[src/hw/rtl/battery_voltage_alarm_supervisor_top_assert.svh]
// ---------------------------------------------------------------------------
// Battery voltage alarm supervisor assertion macros
// Concurrent assertion wrappers; they compile to nothing when SYNTH is set.
// ---------------------------------------------------------------------------
`ifndef BATTERY_VOLTAGE_ALARM_SUPERVISOR_TOP_ASSERT_SVH
`define BATTERY_VOLTAGE_ALARM_SUPERVISOR_TOP_ASSERT_SVH

`ifndef SYNTH

// Check a property on every rising edge, disabled while reset is held
`define BVAS_ASSERT(lbl, clk, rst_n, prop) \
    lbl: assert property (@(posedge clk) disable iff (!rst_n) prop) \
        else $error("bvas assertion failed");

// Check a property on every rising edge, reset included
`define BVAS_ASSERT_ALWAYS(lbl, clk, prop) \
    lbl: assert property (@(posedge clk) prop) \
        else $error("bvas assertion failed");

`else

`define BVAS_ASSERT(lbl, clk, rst_n, prop)
`define BVAS_ASSERT_ALWAYS(lbl, clk, prop)

`endif

`endif

[src/hw/rtl/bvas_pkg.sv]
// ---------------------------------------------------------------------------
// Battery voltage alarm supervisor package
// Widths, reset values, alarm periods and register index codes.
// ---------------------------------------------------------------------------
`default_nettype none

package bvas_pkg;

    // Field widths
    localparam int SAMPLE_W  = 13;
    localparam int GAIN_W    = 24;
    localparam int MV_W      = 16;
    localparam int CHAN_W    = 2;
    localparam int CFG_IDX_W = 3;
    localparam int FRAC_W    = 16;
    localparam int PROD_W    = SAMPLE_W + GAIN_W;

    // Configuration defaults
    localparam int               CHANNELS_DEFAULT = 4;
    localparam int               GAIN_REGS        = 4;
    localparam int               LEVEL_OUTPUTS    = 4;
    localparam logic [GAIN_W-1:0] GAIN_RESET      = 24'd727743;

    // Buzzer periods in ticks (powers of two)
    localparam int PERIOD_WARNING  = 64;
    localparam int PERIOD_UNSAFE   = 16;
    localparam int PERIOD_CRITICAL = 4;

    typedef logic [MV_W-1:0]   t_mv;
    typedef logic [GAIN_W-1:0] t_gain;

    typedef enum logic [1:0] {
        ST_NORMAL   = 2'd0,
        ST_WARNING  = 2'd1,
        ST_UNSAFE   = 2'd2,
        ST_CRITICAL = 2'd3
    } t_status;

    typedef enum logic [CFG_IDX_W-1:0] {
        CFG_GAIN_A   = 3'd0,
        CFG_GAIN_B   = 3'd1,
        CFG_GAIN_C   = 3'd2,
        CFG_GAIN_D   = 3'd3,
        CFG_WARNING  = 3'd4,
        CFG_UNSAFE   = 3'd5,
        CFG_CRITICAL = 3'd6
    } t_cfg_index;

endpackage

`default_nettype wire

[src/hw/rtl/battery_voltage_alarm_supervisor_top.sv]
// An input transfer is captured in the input register; the result register loads from it
// when it is free. Throughput: one item per cycle while the result side does not stall;
// the result stage does one 13x24 multiply, three threshold compares per level and the
// status decode combinationally. An input register and the result register let a new item
// enter while a result waits. Synchronous active-low reset empties both stages, clears
// levels, status, button history and tick count, and loads the default gains.
// ---------------------------------------------------------------------------
// Battery voltage alarm supervisor top level
// Scales channel samples to millivolts, tracks alarm status, drives the piezo.
// ---------------------------------------------------------------------------
`default_nettype none

`include "battery_voltage_alarm_supervisor_top_assert.svh"

module battery_voltage_alarm_supervisor_top #(
    parameter int CHANNELS = bvas_pkg::CHANNELS_DEFAULT
) (
    input  wire                               i_clk,
    input  wire                               i_rst_n,
    // input channel
    input  wire                               i_in_valid,
    output logic                              o_in_stall,
    input  wire                               i_sample_valid,
    input  wire  [bvas_pkg::CHAN_W-1:0]       i_channel,
    input  wire  [bvas_pkg::SAMPLE_W-1:0]     i_sample_mv,
    input  wire                               i_test_button,
    // result channel
    output logic                              o_out_valid,
    input  wire                               i_out_stall,
    output logic [1:0]                        o_alarm_status,
    output logic                              o_piezo_on,
    output logic [bvas_pkg::MV_W-1:0]         o_level_a_mv,
    output logic [bvas_pkg::MV_W-1:0]         o_level_b_mv,
    output logic [bvas_pkg::MV_W-1:0]         o_level_c_mv,
    output logic [bvas_pkg::MV_W-1:0]         o_level_d_mv,
    // configuration write channel
    input  wire                               i_cfg_valid,
    output logic                              o_cfg_ready,
    input  wire  [bvas_pkg::CFG_IDX_W-1:0]    i_cfg_index,
    input  wire  [bvas_pkg::GAIN_W-1:0]       i_cfg_data
);

    // Configuration registers
    bvas_pkg::t_gain r_gain [bvas_pkg::GAIN_REGS];
    bvas_pkg::t_mv   r_warn_level;
    bvas_pkg::t_mv   r_unsafe_level;
    bvas_pkg::t_mv   r_crit_level;

    // Input stage
    logic                            r_s1_valid;
    logic                            r_s1_sample_valid;
    logic [bvas_pkg::CHAN_W-1:0]     r_s1_channel;
    logic [bvas_pkg::SAMPLE_W-1:0]   r_s1_sample;
    logic                            r_s1_button;

    // Supervisor state
    bvas_pkg::t_mv      r_level [CHANNELS];
    bvas_pkg::t_status  r_status;
    logic               r_last_button;
    logic [15:0]        r_tick;

    // Result register
    logic               r_out_valid;
    bvas_pkg::t_status  r_out_status;
    logic               r_out_piezo;
    bvas_pkg::t_mv      r_out_level [bvas_pkg::LEVEL_OUTPUTS];

    // Result-stage next values
    logic                            s1_advance;
    logic                            s2_fire;
    logic                            in_fire;
    logic [bvas_pkg::PROD_W-1:0]     product;
    bvas_pkg::t_mv                   scaled_mv;
    bvas_pkg::t_mv                   n_level [CHANNELS];
    bvas_pkg::t_mv                   n_out_level [bvas_pkg::LEVEL_OUTPUTS];
    logic                            below_crit;
    logic                            below_unsafe;
    logic                            below_warn;
    bvas_pkg::t_status               n_status;
    logic                            n_piezo;

    // Handshake: the input stage moves on when the result register is free
    always_comb begin
        s1_advance  = !r_out_valid || !i_out_stall;
        s2_fire     = r_s1_valid && s1_advance;
        o_in_stall  = r_s1_valid && !s1_advance;
        in_fire     = i_in_valid && !o_in_stall;
        o_cfg_ready = 1'b1;
    end

    // Configuration writes
    always_ff @(posedge i_clk) begin
        if (!i_rst_n) begin
            for (int i = 0; i < bvas_pkg::GAIN_REGS; i++) begin
                r_gain[i] <= bvas_pkg::GAIN_RESET;
            end
            r_warn_level   <= '0;
            r_unsafe_level <= '0;
            r_crit_level   <= '0;
        end else if (i_cfg_valid && o_cfg_ready) begin
            unique case (i_cfg_index)
                bvas_pkg::CFG_GAIN_A:   r_gain[0] <= i_cfg_data;
                bvas_pkg::CFG_GAIN_B:   r_gain[1] <= i_cfg_data;
                bvas_pkg::CFG_GAIN_C:   r_gain[2] <= i_cfg_data;
                bvas_pkg::CFG_GAIN_D:   r_gain[3] <= i_cfg_data;
                bvas_pkg::CFG_WARNING:  r_warn_level   <= i_cfg_data[bvas_pkg::MV_W-1:0];
                bvas_pkg::CFG_UNSAFE:   r_unsafe_level <= i_cfg_data[bvas_pkg::MV_W-1:0];
                bvas_pkg::CFG_CRITICAL: r_crit_level   <= i_cfg_data[bvas_pkg::MV_W-1:0];
                default: begin
                    // drop writes to unused indexes
                end
            endcase
        end
    end

    // Input register: capture on transfer, empty when passed on
    always_ff @(posedge i_clk) begin
        if (!i_rst_n) begin
            r_s1_valid <= 1'b0;
        end else if (in_fire) begin
            r_s1_valid <= 1'b1;
        end else if (s2_fire) begin
            r_s1_valid <= 1'b0;
        end
    end

    always_ff @(posedge i_clk) begin
        if (in_fire) begin
            r_s1_sample_valid <= i_sample_valid;
            r_s1_channel      <= i_channel;
            r_s1_sample       <= i_sample_mv;
            r_s1_button       <= i_test_button;
        end
    end

    // Scale the sample to millivolts and saturate
    always_comb begin
        product = bvas_pkg::PROD_W'(r_s1_sample) * bvas_pkg::PROD_W'(r_gain[r_s1_channel]);
        if (|product[bvas_pkg::PROD_W-1:bvas_pkg::FRAC_W+bvas_pkg::MV_W]) begin
            scaled_mv = '1;
        end else begin
            scaled_mv = product[bvas_pkg::FRAC_W+bvas_pkg::MV_W-1:bvas_pkg::FRAC_W];
        end
    end

    // Store the new level and compare all levels against the thresholds
    always_comb begin
        below_crit   = 1'b0;
        below_unsafe = 1'b0;
        below_warn   = 1'b0;
        for (int i = 0; i < CHANNELS; i++) begin
            if (r_s1_sample_valid && (32'(r_s1_channel) == i)) begin
                n_level[i] = scaled_mv;
            end else begin
                n_level[i] = r_level[i];
            end
            below_crit   = below_crit   | (n_level[i] < r_crit_level);
            below_unsafe = below_unsafe | (n_level[i] < r_unsafe_level);
            below_warn   = below_warn   | (n_level[i] < r_warn_level);
        end
    end

    // Status: thresholds from critical down, else button falling edge advances
    always_comb begin
        if (below_crit) begin
            n_status = bvas_pkg::ST_CRITICAL;
        end else if (below_unsafe) begin
            n_status = bvas_pkg::ST_UNSAFE;
        end else if (below_warn) begin
            n_status = bvas_pkg::ST_WARNING;
        end else if (r_last_button && !r_s1_button) begin
            n_status = bvas_pkg::t_status'(r_status + 2'd1);
        end else begin
            n_status = r_status;
        end
    end

    // Piezo pulse on tick counts that are a multiple of the status period
    always_comb begin
        unique case (n_status)
            bvas_pkg::ST_NORMAL:
                n_piezo = 1'b0;
            bvas_pkg::ST_WARNING:
                n_piezo = (r_tick & 16'(bvas_pkg::PERIOD_WARNING - 1)) == '0;
            bvas_pkg::ST_UNSAFE:
                n_piezo = (r_tick & 16'(bvas_pkg::PERIOD_UNSAFE - 1)) == '0;
            bvas_pkg::ST_CRITICAL:
                n_piezo = (r_tick & 16'(bvas_pkg::PERIOD_CRITICAL - 1)) == '0;
            default:
                n_piezo = 1'b0;
        endcase
    end

    // Level outputs with no channel behind them read zero
    for (genvar g = 0; g < bvas_pkg::LEVEL_OUTPUTS; g++) begin : g_level_out
        if (g < CHANNELS) begin : g_used
            assign n_out_level[g] = n_level[g];
        end else begin : g_unused
            assign n_out_level[g] = '0;
        end
    end

    // Supervisor state update per processed item
    always_ff @(posedge i_clk) begin
        if (!i_rst_n) begin
            for (int i = 0; i < CHANNELS; i++) begin
                r_level[i] <= '0;
            end
            r_status      <= bvas_pkg::ST_NORMAL;
            r_last_button <= 1'b0;
            r_tick        <= '0;
        end else if (s2_fire) begin
            for (int i = 0; i < CHANNELS; i++) begin
                r_level[i] <= n_level[i];
            end
            r_status      <= n_status;
            r_last_button <= r_s1_button;
            r_tick        <= r_tick + 16'd1;
        end
    end

    // Result register: load on a processed item, drop after its transfer
    always_ff @(posedge i_clk) begin
        if (!i_rst_n) begin
            r_out_valid <= 1'b0;
        end else if (s2_fire) begin
            r_out_valid <= 1'b1;
        end else if (!i_out_stall) begin
            r_out_valid <= 1'b0;
        end
    end

    always_ff @(posedge i_clk) begin
        if (s2_fire) begin
            r_out_status <= n_status;
            r_out_piezo  <= n_piezo;
            for (int j = 0; j < bvas_pkg::LEVEL_OUTPUTS; j++) begin
                r_out_level[j] <= n_out_level[j];
            end
        end
    end

    assign o_out_valid    = r_out_valid;
    assign o_alarm_status = r_out_status;
    assign o_piezo_on     = r_out_piezo;
    assign o_level_a_mv   = r_out_level[0];
    assign o_level_b_mv   = r_out_level[1];
    assign o_level_c_mv   = r_out_level[2];
    assign o_level_d_mv   = r_out_level[3];

    // Assertions
    `BVAS_ASSERT(a_piezo_needs_alarm, i_clk, i_rst_n, (r_out_valid && r_out_piezo) |-> (r_out_status != bvas_pkg::ST_NORMAL))
    `BVAS_ASSERT(a_tick_per_item, i_clk, i_rst_n, s2_fire |=> (r_tick == $past(r_tick) + 16'd1))
    `BVAS_ASSERT(a_stall_only_full, i_clk, i_rst_n, o_in_stall |-> (r_s1_valid && r_out_valid && i_out_stall))
    `BVAS_ASSERT_ALWAYS(a_reset_empties, i_clk, !i_rst_n |=> (!r_out_valid && !r_s1_valid))

endmodule

`default_nettype wire

[config.mk]
export PLATFORM = sky130hd
export DESIGN_NAME = battery_voltage_alarm_supervisor_top
export DESIGN_NICKNAME = d
export VERILOG_FILES = /design/src/hw/rtl/bvas_pkg.sv /design/src/hw/rtl/battery_voltage_alarm_supervisor_top.sv
export VERILOG_INCLUDE_DIRS = /design/src /design/src/hw/rtl
export SDC_FILE = /design/constraint.sdc
export NUM_CORES = 1
export LEC_CHECK = 0
export BUFFER_PORTS_ARGS = -buffer_cell sky130_fd_sc_hd__buf_2
export CORE_MARGIN = 10
export CORE_UTILIZATION = 55
export CTS_CLUSTER_SIZE = 8
export DETAILED_ROUTE_END_ITERATION = 7
export PLACE_DENSITY = 0.75
export SYNTH_ARGS = -nofsm -noshare
export SYNTH_HDL_FRONTEND = slang
export SYNTH_SLANG_ARGS = --single-unit
[constraint.sdc]
create_clock -name i_clk -period 10.3 [get_ports i_clk]
set_clock_uncertainty 0.05 [all_clocks]
set_input_delay 2.06 -clock i_clk [delete_from_list [all_inputs] [get_ports i_clk]]
set_output_delay 2.06 -clock i_clk [all_outputs]
set_load 0.01 [all_outputs]
==> results.txt <==
status - completed
post-placement cell count - 3267
CP peak stage delay - 0.76 ns
element type at the critical path end - flip-flop
clk root buf - clkbuf_16
num ports - 119
Post-Syn Nets - 3156
largest family of logic cells by synthesized area - adder cells
simple-gate area share of the yosys netlist - 0.172
Mean Syn Cell Area - 9.98 sq um
DIE HEIGHT - 237 um
Post-synth top cells - nand2_1, inv_1, ha_1, edfxtp_1, fa_1
post-layout min period - 10.02 ns
Highest Clock Rate - 99.8 MHz
Finished Cell Area - 29300 sq um
top cell type's share of synthesized area - 0.282
cell taking the most area after synthesis - edfxtp_1
worst path required time - 10.63 ns
crit path max fanout - 19
CTS H-tree depth - 2
Layout area overhead - 12.5%
Fin. Hold Viols - 0
sequential area share after synthesis - 0.329
adder-cell area share of the yosys netlist - 0.311
Layout Nets - 3279
DR vias/cell - 6.03
share of cells above drive strength 1 - 0.126
overflow left after global routing - 0
minimum hold slack - 0.403 ns
DR WL/cell - 23.2 um
Worst path top cell family by delay - adder cells
# rows - 79
CP max-delay cell - mux4_2
die area - 56400 sq um
TritonRoute pass-1 iters - 5
Cell Area, Synth - 26000 sq um
die span in x - 237 um
Non-Filler Instances - 3366
fin. max-slew vios - 0
pin count of the biggest net entering global routing - 65
Critical Path AT - 10.34 ns
CORE AREA - 46700 sq um
DRT Wirelength - 78200 um
placed instance area - 27400 sq um
hold buffers post-CTS - 0
Synth cell types - 73
Synth area leaders - edfxtp_1, fa_1, ha_1
initial antenna violation count - 4
Clock Path Buffers - 3
via count - 20289
initial DRC count - 2272
Post-Synthesis Cells - 2606
Initial Util - 0.558
# port buffers - 117
Skew-Pair Late Insertion Delay - 0.59 ns
CP dominant cell by count - fa_1
# setup viols final - 0
area occupied by multi-input gates - 16200 sq um
total CTS buffers - 45
antenna diode count - 0
Filler cells - 3760
vias in the first global route - 20786
antenna viol nets, final - 0
Global Route Usage Sum - 0.267
Least-Margin Pin Slew - 1.21 ns
Post-synth top flop - edfxtp_1
Synth warnings - 0
synthesized flop and latch total - 305
# Max-Cap Violations - 0
Slew HR - 0.192
period utilization - 0.972
post-synthesis mux area share - 0.0216
RD Place Congestion - 0.990
most frequent cell after synthesis - nand2_1
DRC - 0
first-pass GRT wire length - 117000 um
Clock transition at path regs - 0.05 ns
TritonCTS clock tree - done
HPWL after DPL - 57200 um
critical path launch point type - flip-flop
compound-cell area share of the yosys netlist - 0.0921
Crit path buffers/inverters - 5
number of synthesized flops with an enable pin - 244
# clock sinks - 305
ys async rst share - 0
xor and xnor area share after synthesis - 0.00909
reg2reg setup slack - 0.28 ns
HP Class - reg2reg
critical setup path kind - reg2reg
Register Area - 8550 sq um
worst reg2reg max path, delay by kind of cell, from the launching register on:
kind,cells,cell delay [ns]
AO/OA/AOI/OAI,12,2.83
XOR/XNOR,1,0.16
adder cells (fa/ha/maj),7,3.17
buffers and inverters,5,0.65
flip-flops,1,0.38
multiplexers,1,0.77
AND/OR/NAND/NOR,7,1.84
final cells by class:
type | instances | share of cell area
Timing Repair Buffer | 194 | 0.0417
Multi-Input combinational cell | 1852 | 0.553
Clock buffer | 72 | 0.0437
Clock inverter | 5 | 0.000983
Tap cell | 607 | 0.0259
Inverter | 331 | 0.0425
Sequential cell | 305 | 0.292
cell usage in the layout, fill, tap and decap left out, types with 47 or more instances in the layout:
master,n
fa_1,241
nor2_1,93
inv_1,329
nor2b_1,77
dfxtp_1,60
nand2_1,356
clkbuf_16,47
buf_2,117
a21oi_1,155
and2_1,174
ha_1,259
a21o_1,59
edfxtp_1,244
buf_4,71
logic make-up (layout without fill, tap and decap cells):
group,after synthesis,count (layout)
simple gates,905,905
compound gates,387,387
flops,305,305
other cells,1,1
xor+xnor,27,27
mux,27,31
buf+inv,453,602
fa+ha+maj,501,501
registers in the layout (all words and copies together) (netlist names), named ones only:
name               cells
r_gain                96
r_level               64
r_out_level           64
r_crit_level          16
r_unsafe_level        16
r_warn_level          16
r_s1_sample           13
r_tick                 6
o_alarm_status         2
r_s1_channel           2
r_status               2
o_out_valid            1
o_piezo_on             1
r_last_button          1
r_s1_button            1
r_s1_sample_valid      1
r_s1_valid             1
per-stage QoR:
stage                     setup slack [ns]   util  TNS [ns]
after floorplan                      0.355      -         0
after global placement              -0.210  0.587    -0.692
after detailed placement            -0.444  0.587     -1.56
after CTS                         0.000199  0.618         0
after global routing               -0.0497  0.627   -0.0497
final                                0.284  0.627         0
timing repair:
action / CTS / global route
buffers inserted: 4 / 14
setup endpoints to repair: 5 / 5
gates resized for setup: 32 / 59
gates cloned: 0 / 4
pin swaps: 0 / 5
per-layer routing:
layer | share of wire | wire, um | global-route usage
met1 | 0.40 | 31000 | 0.347
met2 | 0.45 | 35500 | 0.430
met3 | 0.11 | 8390 | 0.0540
met4 | 0.041 | 3180 | 0.111
met5 | 0.00059 | 46 | 0
final timing paths:
path | startpoint | to | depth (start not counted)
worst min-delay path | r_crit_level[10] | r_crit_level[10] | 2
worst max register to register | flip-flop | o_piezo_on | 33
worst min register to register | r_crit_level[10] | r_crit_level[10] | 2
worst max-delay path | flip-flop | o_piezo_on | 33
Power is left out: the tool's default activity adds up to more than one toggle a clock period on the data nets, which glitch-free logic cannot reach.
